--- config.mk ---
export PLATFORM = sky130hd
export DESIGN_NAME = whitespace_comment_skipper_top
export DESIGN_NICKNAME = d
export VERILOG_FILES = /design/src/sv/wcs_pkg.sv /design/src/sv/wcs_scan.sv /design/src/sv/wcs_out.sv /design/src/sv/whitespace_comment_skipper_top.sv
export SDC_FILE = /design/constraint.sdc
export NUM_CORES = 1
export LEC_CHECK = 0
export BUFFER_PORTS_ARGS = -buffer_cell sky130_fd_sc_hd__buf_4
export CAP_MARGIN = 20
export CORE_MARGIN = 1.5
export CORE_UTILIZATION = 25
export CTS_BUF_LIST = sky130_fd_sc_hd__clkbuf_4 sky130_fd_sc_hd__clkbuf_8
export DETAILED_ROUTE_END_ITERATION = 6
export MAX_ROUTING_LAYER = met4
export PLACE_DENSITY = 0.52
export SYNTH_ARGS = -nofsm -noshare
export SYNTH_HDL_FRONTEND = slang
export SYNTH_SLANG_ARGS = --single-unit
export TNS_END_PERCENT = 5
--- constraint.sdc ---
create_clock -name clk -period 4.8 [get_ports clk]
set_input_delay 0.96 -clock clk [delete_from_list [all_inputs] [get_ports clk]]
set_output_delay 0.96 -clock clk [all_outputs]
set_load 0.02 [all_outputs]
--- src/sv/wcs_pkg.sv ---
// Shared types, constants and helpers for the whitespace and comment skipper.
package wcs_pkg;

    // Width of the internal byte and newline counters.
    localparam int COUNT_BITS = 16;

    // Width of the count fields in a result.
    localparam int FIELD_BITS = 16;

    // Both counters stop at the lesser of the counter maximum and the field maximum.
    localparam longint unsigned LIMIT_INT = (COUNT_BITS >= FIELD_BITS) ?
        ((64'd1 << FIELD_BITS) - 64'd1) : ((64'd1 << COUNT_BITS) - 64'd1);
    localparam logic [COUNT_BITS-1:0] COUNT_LIMIT = COUNT_BITS'(LIMIT_INT);

    // Scan modes.
    localparam logic [2:0] MODE_IDLE  = 3'd0;
    localparam logic [2:0] MODE_VOID  = 3'd1;
    localparam logic [2:0] MODE_SLASH = 3'd2;
    localparam logic [2:0] MODE_LINE  = 3'd3;
    localparam logic [2:0] MODE_BLOCK = 3'd4;
    localparam logic [2:0] MODE_STAR  = 3'd5;

    // Stop kinds.
    localparam logic STOP_BYTE = 1'b0;
    localparam logic STOP_END  = 1'b1;

    // Character codes.
    localparam logic [7:0] CHAR_NL    = 8'h0A;
    localparam logic [7:0] CHAR_SLASH = 8'h2F;
    localparam logic [7:0] CHAR_STAR  = 8'h2A;
    localparam logic [7:0] CHAR_SPACE = 8'h20;
    localparam logic [7:0] CHAR_TAB   = 8'h09;
    localparam logic [7:0] CHAR_VT    = 8'h0B;
    localparam logic [7:0] CHAR_FF    = 8'h0C;
    localparam logic [7:0] CHAR_CR    = 8'h0D;

    typedef struct packed {
        logic [7:0] data_byte;
        logic       start_scan;
        logic       last_byte;
    } wcs_item_t;

    typedef struct packed {
        logic [FIELD_BITS-1:0] void_length;
        logic [FIELD_BITS-1:0] line_delta;
        logic                  stop_kind;
    } wcs_result_t;

    // Saturating add of a small increment.
    function automatic logic [COUNT_BITS-1:0] sat_add(
        input logic [COUNT_BITS-1:0] v,
        input logic [1:0]            n
    );
        logic [COUNT_BITS:0] sum;
        begin
            sum = {1'b0, v} + {{(COUNT_BITS-1){1'b0}}, n};
            if (sum > {1'b0, COUNT_LIMIT})
            begin
                sat_add = COUNT_LIMIT;
            end
            else
            begin
                sat_add = sum[COUNT_BITS-1:0];
            end
        end
    endfunction

    // Counter value to result field; the value never exceeds the field maximum.
    function automatic logic [FIELD_BITS-1:0] to_field(input logic [COUNT_BITS-1:0] v);
        begin
            to_field = FIELD_BITS'(v);
        end
    endfunction

endpackage

--- src/sv/wcs_scan.sv ---
// Scan state machine: mode and counters, updated once per accepted byte.
module wcs_scan
    import wcs_pkg::*;
(
    input  logic        clk,
    input  logic        rst_n,
    input  logic        accept,
    input  wcs_item_t   item,
    output logic        res_valid,
    output wcs_result_t res
);

    logic [2:0]            mode_reg, mode_next;
    logic [COUNT_BITS-1:0] len_reg, len_next;
    logic [COUNT_BITS-1:0] nl_reg, nl_next;

    logic [2:0]            mode_cur;
    logic [COUNT_BITS-1:0] len_cur, nl_cur;
    logic [1:0]            len_inc;
    logic                  nl_inc;
    logic                  stop_now;
    logic                  emit;
    logic                  blank;
    logic [7:0]            c;

    assign c = item.data_byte;

    always_comb
    begin
        blank = (c inside {CHAR_SPACE, CHAR_TAB, CHAR_VT, CHAR_FF, CHAR_CR});

        mode_cur = item.start_scan ? MODE_VOID : mode_reg;
        len_cur  = item.start_scan ? '0 : len_reg;
        nl_cur   = item.start_scan ? '0 : nl_reg;

        mode_next = mode_cur;
        len_inc   = 2'd0;
        nl_inc    = 1'b0;
        stop_now  = 1'b0;

        case (mode_cur)
            MODE_IDLE:
            begin
                mode_next = MODE_IDLE;
            end
            MODE_VOID:
            begin
                if (c == CHAR_NL)
                begin
                    len_inc = 2'd1;
                    nl_inc  = 1'b1;
                end
                else if (blank)
                begin
                    len_inc = 2'd1;
                end
                else if (c == CHAR_SLASH)
                begin
                    mode_next = MODE_SLASH;
                end
                else
                begin
                    stop_now = 1'b1;
                end
            end
            MODE_SLASH:
            begin
                if (c == CHAR_SLASH)
                begin
                    len_inc   = 2'd2;
                    mode_next = MODE_LINE;
                end
                else if (c == CHAR_STAR)
                begin
                    len_inc   = 2'd2;
                    mode_next = MODE_BLOCK;
                end
                else
                begin
                    stop_now = 1'b1;
                end
            end
            MODE_LINE:
            begin
                len_inc = 2'd1;
                if (c == CHAR_NL)
                begin
                    nl_inc    = 1'b1;
                    mode_next = MODE_VOID;
                end
            end
            MODE_BLOCK:
            begin
                len_inc = 2'd1;
                if (c == CHAR_STAR)
                begin
                    mode_next = MODE_STAR;
                end
                else if (c == CHAR_NL)
                begin
                    nl_inc = 1'b1;
                end
            end
            MODE_STAR:
            begin
                len_inc = 2'd1;
                if (c == CHAR_SLASH)
                begin
                    mode_next = MODE_VOID;
                end
                else if (c == CHAR_NL)
                begin
                    nl_inc    = 1'b1;
                    mode_next = MODE_BLOCK;
                end
                else if (c != CHAR_STAR)
                begin
                    mode_next = MODE_BLOCK;
                end
            end
            default:
            begin
                mode_next = MODE_IDLE;
            end
        endcase

        len_next = sat_add(len_cur, len_inc);
        nl_next  = sat_add(nl_cur, {1'b0, nl_inc});

        // A held slash at the end of input is a lone slash and counts as a stop byte.
        res.void_length = to_field(len_next);
        res.line_delta  = to_field(nl_next);
        emit            = 1'b0;
        res.stop_kind   = STOP_BYTE;
        if (mode_cur != MODE_IDLE)
        begin
            if (stop_now)
            begin
                emit = 1'b1;
            end
            else if (item.last_byte)
            begin
                emit          = 1'b1;
                res.stop_kind = (mode_next == MODE_SLASH) ? STOP_BYTE : STOP_END;
            end
        end
        if (emit)
        begin
            mode_next = MODE_IDLE;
        end
    end

    assign res_valid = accept && emit;

    always_ff @(posedge clk or negedge rst_n)
    begin
        if (!rst_n)
        begin
            mode_reg <= MODE_IDLE;
            len_reg  <= '0;
            nl_reg   <= '0;
        end
        else if (accept)
        begin
            mode_reg <= mode_next;
            len_reg  <= len_next;
            nl_reg   <= nl_next;
        end
    end

`ifndef NO_ASSERTIONS
    a_len_limit: assert property (@(posedge clk) disable iff (!rst_n)
        len_reg <= COUNT_LIMIT)
        else $error("length counter above its limit");

    a_nl_le_len: assert property (@(posedge clk) disable iff (!rst_n)
        nl_reg <= len_reg)
        else $error("newline count exceeds byte count");

    a_emit_idle: assert property (@(posedge clk) disable iff (!rst_n)
        res_valid |=> mode_reg == MODE_IDLE)
        else $error("scan still running after its result");
`endif

endmodule

--- src/sv/wcs_out.sv ---
// Two-entry output buffer: result register plus a skid register.
module wcs_out
    import wcs_pkg::*;
(
    input  logic        clk,
    input  logic        rst_n,
    input  logic        push,
    input  wcs_result_t push_data,
    output logic        can_accept,
    output logic        out_valid,
    input  logic        out_ready,
    output wcs_result_t out_data
);

    logic        out_valid_reg;
    logic        skid_valid_reg;
    wcs_result_t out_reg;
    wcs_result_t skid_reg;

    assign out_valid  = out_valid_reg;
    assign out_data   = out_reg;
    assign can_accept = !skid_valid_reg;

    always_ff @(posedge clk or negedge rst_n)
    begin
        if (!rst_n)
        begin
            out_valid_reg  <= 1'b0;
            skid_valid_reg <= 1'b0;
        end
        else if (!out_valid_reg || out_ready)
        begin
            if (skid_valid_reg)
            begin
                out_valid_reg  <= 1'b1;
                skid_valid_reg <= 1'b0;
            end
            else
            begin
                out_valid_reg <= push;
            end
        end
        else if (push)
        begin
            skid_valid_reg <= 1'b1;
        end
    end

    always_ff @(posedge clk)
    begin
        if (!out_valid_reg || out_ready)
        begin
            out_reg <= skid_valid_reg ? skid_reg : push_data;
        end
        else if (push)
        begin
            skid_reg <= push_data;
        end
    end

`ifndef NO_ASSERTIONS
    a_skid_needs_out: assert property (@(posedge clk) disable iff (!rst_n)
        skid_valid_reg |-> out_valid_reg)
        else $error("skid entry held without a head entry");

    a_no_push_full: assert property (@(posedge clk) disable iff (!rst_n)
        push |-> !skid_valid_reg)
        else $error("result produced while the buffer is full");

    a_stall_to_skid: assert property (@(posedge clk) disable iff (!rst_n)
        (out_valid_reg && !out_ready && push) |=> skid_valid_reg)
        else $error("stalled result was not kept in the skid entry");
`endif

endmodule

--- src/sv/whitespace_comment_skipper_top.sv ---
// Top level of the whitespace and comment skipper.
//
// Input stream: one source byte per transfer. s_tuser marks the byte that starts a
// new scan (counters cleared, any running scan dropped without a result); s_tlast
// marks the final byte of the input. Bytes that arrive with no scan running are
// absorbed without a result.
// Output stream: one transfer per scan, carrying the bytes of whitespace and
// comments consumed and the newlines among them, both saturating at 65535.
// m_tuser is 0 when the scan stopped before a byte it did not consume, 1 when the
// input ended. The result is registered. Throughput: one byte per cycle while
// s_tready is high; the mode and counter update is a single stage.
// When the receiver stalls, one further result fits in a skid register, and only
// once that is occupied does s_tready drop.
// Reset clears the scan mode, the counters and both result entries.
module whitespace_comment_skipper_top
    import wcs_pkg::*;
(
    input  logic        clk,
    input  logic        rst_n,
    input  logic        s_tvalid,
    output logic        s_tready,
    input  logic [7:0]  s_tdata,   // [7:0] data_byte
    input  logic        s_tuser,   // [0] start_scan
    input  logic        s_tlast,   // last_byte
    output logic        m_tvalid,
    input  logic        m_tready,
    output logic [31:0] m_tdata,   // [15:0] void_length, [31:16] line_delta
    output logic        m_tuser    // [0] stop_kind
);

    wcs_item_t   item;
    wcs_result_t res;
    wcs_result_t out_res;
    logic        res_valid;
    logic        accept;
    logic        can_accept;

    assign item.data_byte  = s_tdata;
    assign item.start_scan = s_tuser;
    assign item.last_byte  = s_tlast;

    assign s_tready = can_accept;
    assign accept   = s_tvalid && can_accept;

    wcs_scan u_scan (
        .clk       (clk),
        .rst_n     (rst_n),
        .accept    (accept),
        .item      (item),
        .res_valid (res_valid),
        .res       (res)
    );

    wcs_out u_out (
        .clk        (clk),
        .rst_n      (rst_n),
        .push       (res_valid),
        .push_data  (res),
        .can_accept (can_accept),
        .out_valid  (m_tvalid),
        .out_ready  (m_tready),
        .out_data   (out_res)
    );

    assign m_tdata = {out_res.line_delta, out_res.void_length};
    assign m_tuser = out_res.stop_kind;

endmodule

Yosys cells after proc, flatten, opt, wreduce, memory -nomap -nowiden. Index checks and enable logic that the tools add are counted. Widths: inputs -> output; s select.

Add/sub/neg operators: 2. Order comparisons: 2. Equality and inequality tests: 15. Muxes and demuxes: 43. Bitwise gates (word level): 1. Reduce and logical (&&, ||, !) cells: 11.

Operators by type and width (count): $mux 16 (4); $eq 8x4->1 const B (5); $mux 3 (12); $gt 17x16->1 const B (2); $mux 33 (1); $eq 8x6->1 const B (3); $mux 1 (19); $add 16x1->17 (1); $add 16x2->17 (1); $pmux 3 s5 (1); $eq 3x2->1 const B (3); $ne 8x6->1 const B (1); $eq 3x3->1 const B (2); $mux 2 (3); $pmux 2 s3 (1); $reduce_bool 5->1 (1); $eq 3x1->1 const B (1); $pmux 1 s3 (1); $reduce_bool 3->1 (1); $reduce_or 3->1 (1); $logic_and 1x1->1 (2); $logic_not 1->1 (2); $pmux 1 s2 (1); $reduce_and 2->1 (1); other kinds (4) (4).

Bits in registers: 103. Input bits: 14. Output and inout bits: 35. Logic and storage cells: 85.

Depth between registers and ports, before layout.
Depth after elaboration: 11. Depth in mapped cells: 16. Mapped depth without buffers: 13.

By module. Synthesis repeated with hierarchy kept, for this count alone.

Cells, all modules: 484. Area total of the unflattened synthesis: 5584.1 um^2.

Modules (own cells, without submodules): wcs_scan (instances 1, cells each 371, area an instance 2969.1 um^2, seq. area each 875.8 um^2); wcs_out (instances 1, cells each 112, area an instance 2608.8 um^2, seq. area each 2031.9 um^2); whitespace_comment_skipper_top (instances 1, cells each 1, area an instance 6.3 um^2, seq. area each 0.0 um^2).

Worst setup path after synthesis. OpenSTA, ideal clock, no wires.

Path kind: input -> register. Start: input port m_tready. End: register u_out.skid_reg[0] (netlist name) (enable). Setup time: 0.464 ns. Data arrival time: 4.217 ns. Data required time: 4.336 ns. Path slack: 0.119 ns. Stages on the path: 2. Path buffers: 0. Cells stage by stage: nand2b_1 nor3_1.

Word-level cells in the longest chain between the ends: 3.

RTL lines: start: declaration (line whitespace_comment_skipper_top.sv:26) `input logic m_tready,`; $logic_or 1x1->1 (line wcs_out.sv:51) `if (!out_valid_reg || out_ready)`; $not 1->1 (no source line); $reduce_and 2->1 (no source line); end signal: assignment (line wcs_out.sv:57) `skid_reg <= push_data;`; end: declaration (line wcs_out.sv:18) `wcs_result_t skid_reg;`.

No other way between the ends. A chain may end at the register's enable or synchronous reset.

==> results_dict.tcl <==
set metrics [dict create \
    status "complete, no violations" \
    wl_um 11100 \
    synth_top_area_share 0.392 \
    hp-class "register to register" \
    synth_area_leaders "edfxtp_1, dfrtp_1, mux2_2" \
    fin_crit_sh 0.817 \
    chipWidth_um 145 \
    antenna_found_initial 0 \
    drive_gt1_frac 0.248 \
    clock_tree.buffer_depth 2 \
    critical_path_arrival_ns 4.07 \
    fin_skew_ns 0.0121 \
    wl_per_cell_um 14.5 \
    max_slew_margin 0.376 \
    viasPerCell 4.60 \
    maxSlewViolCount 0 \
    io_pins 49 \
    io_buffer_count 48 \
    diodes 0 \
    netlist_top_cells_count "edfxtp_1, nand2_1, mux2_2, dfrtp_1, nor2_1" \
    grt_usage 0.113 \
    first_pass_iters 4 \
    fmax_mhz 255 \
    grt_start_max_net_pins 38 \
    first_global_vias 3631 \
    ys_async_sr_fraction 0.359 \
    htree_levels 3 \
    synthCells 444 \
    crit_path_end_kind "register" \
    worst_slack_ns 0.879 \
    finalSetupViolCount 0 \
    ys_warn_count 0 \
    core_um2 19700 \
    clk_pin_slew_ns 0.11 \
    ys_types 50 \
    die_area_um2 21100 \
    ys.flop_type "edfxtp_1" \
    period_minus_slack_ns 3.92 \
    grt-ovfl-total 0 \
    num_vias 3511 \
    syn_nets 463 \
    peakVddDrop_uv 111 \
    crit_type "primary input to register" \
    clk_latency_ns 0.39 \
    tns_ns 0 \
    grt_pass1_wl_um 18500 \
    power.leakage_nw 2.44 \
    rsz0062_at_grt "false" \
    required_ns 4.95 \
    area_delta_synth_final_pct 18.3 \
    drt_first_iter_violations 273 \
    final_cells 764 \
    startpoint_type "primary input" \
    yosysMostFrequentCell "edfxtp_1" \
    numCtsBuffers 9 \
    cts_tree "done" \
    synth_area_leader_cell "edfxtp_1" \
    avgSynthCellArea_um2 11.4 \
    yosysSeqAreaShare 0.575 \
    initial_core_util 0.257 \
    dp_cells 748 \
    ant_nets 0 \
    max-cap-violations 0 \
    max_slew.worst_pin.slew_ns 0.934 \
    fp.dieH_um 145 \
    path_max_fanout 6 \
    power_mw 1.90 \
    synth_seq_cells 103 \
    hpwlAfterDp_um 7520 \
    drc 0 \
    synth_area_um2 5060 \
    cts_setup_buffers 0 \
    globalplace.congestion 0.850 \
    final_util 0.304 \
    synth_edf_count 66 \
    powerDensity_nw_per_um2 317 \
    finalHoldViolCount 0 \
    ctsHoldBuffers 0 \
    post-place-ws_ns 0.425 \
    cts_resized 0 \
    fin_nets 513 \
    placement_rows 51 \
    numClockSinks 103 \
    clockRootBuffer "clkbuf_8" \
]
[metrics by stage]
step	area, um2	hold WS (ns)
after CTS	5980	0.494
final	5980	0.484
after global routing	5980	0.518
after global placement	5770	0.456
after detailed placement	5770	0.468
after floorplan	5060	0.438
[final timing paths]
kind                                    start            endpoint  slack, ns  cells after the start
setup / recovery                   s_tdata[1]  u_out.out_data[27]       0.88                     15
hold / removal              u_scan.len_reg[0]   u_scan.len_reg[0]       0.48                      2
setup reg to reg           u_scan.mode_reg[2]  u_out.out_data[15]       1.25                     12
hold reg to reg             u_scan.len_reg[0]   u_scan.len_reg[0]       0.48                      2
max in group asynchronous               rst_n   u_scan.len_reg[9]       3.92                      1
min in group asynchronous               rst_n  u_scan.len_reg[11]       0.54                      1
[report_power, final]
| part | switching (mW) | leakage (nW) | total [mW] | internal (mW) |
|---|---|---|---|---|
| clock network | 0.328 | 0.106 | 0.593 | 0.265 |
| logic | 0.157 | 1.14 | 0.262 | 0.104 |
| registers | 0.0314 | 1.19 | 1.04 | 1.01 |
| total | 0.517 | 2.44 | 1.90 | 1.38 |
[placed cells by master (no fill, tap or decap), types with 2 or more instances in the layout]
master     n
edfxtp_1  66
buf_4     60
nand2_1   59
mux2_2    38
dfrtp_1   37
nor2_1    34
o21ai_0   24
nor2b_1   16
xnor2_1   16
nand3_1   15
a31oi_1   12
a21oi_1   11
xor2_1    10
nor3_1    10
clkbuf_8  10
inv_1      7
and3_1     7
nand2b_1   5
mux2i_1    5
nor4_1     4
nand4_1    4
ha_1       4
nor4b_1    3
inv_6      3
o21a_1     2
nand4b_1   2
and4_1     2
or3_1      2
o31ai_1    2
o22ai_1    2
o221ai_1   2
[final cells by class]
| type | count | area [um2] |
|---|---|---|
| timing repair buffer | 60 | 450 |
| clock inverter | 6 | 75.1 |
| fill | 2048 | 13700 |
| sequential | 103 | 2910 |
| multi-input combinational | 312 | 2050 |
| inverter | 8 | 30.0 |
| tap | 265 | 332 |
| clock buffer | 10 | 138 |
[critical path, stage by stage]
cell and delay (ns):
buf_4 0.13, or4b_2 0.65, a21oi_1 0.15, o21a_1 0.18, nor2_1 0.07, nor2_1 0.11
ha_1 0.18, inv_1 0.05, fa_1 0.43, nor4_1 0.33, buf_4 0.18, nand2_1 0.06
xnor2_1 0.22, nand2_1 0.10, mux2_2 0.26
[cell families after synthesis]
| family | after synthesis | share of synthesized area |
|---|---|---|
| AOI/OAI and AO/OA | 64 | 0.0777 |
| xor gates and xnor gates | 26 | 0.0450 |
| adders and majority gates | 5 | 0.0139 |
| buffers and inverters | 29 | 0.0220 |
| DFF | 103 | 0.575 |
| muxes | 43 | 0.0945 |
| and+or+nand+nor | 174 | 0.172 |
[layer usage]
layer / wire [um] / share of wire / global-route usage
met1: 5180 / 0.47 / 0.142
met2: 5270 / 0.48 / 0.180
met3: 418 / 0.038 / 0.0201
met4: 212 / 0.019 / 0.0469
met5: 0 / 0 / -
(Power assumes the default switching activity.)
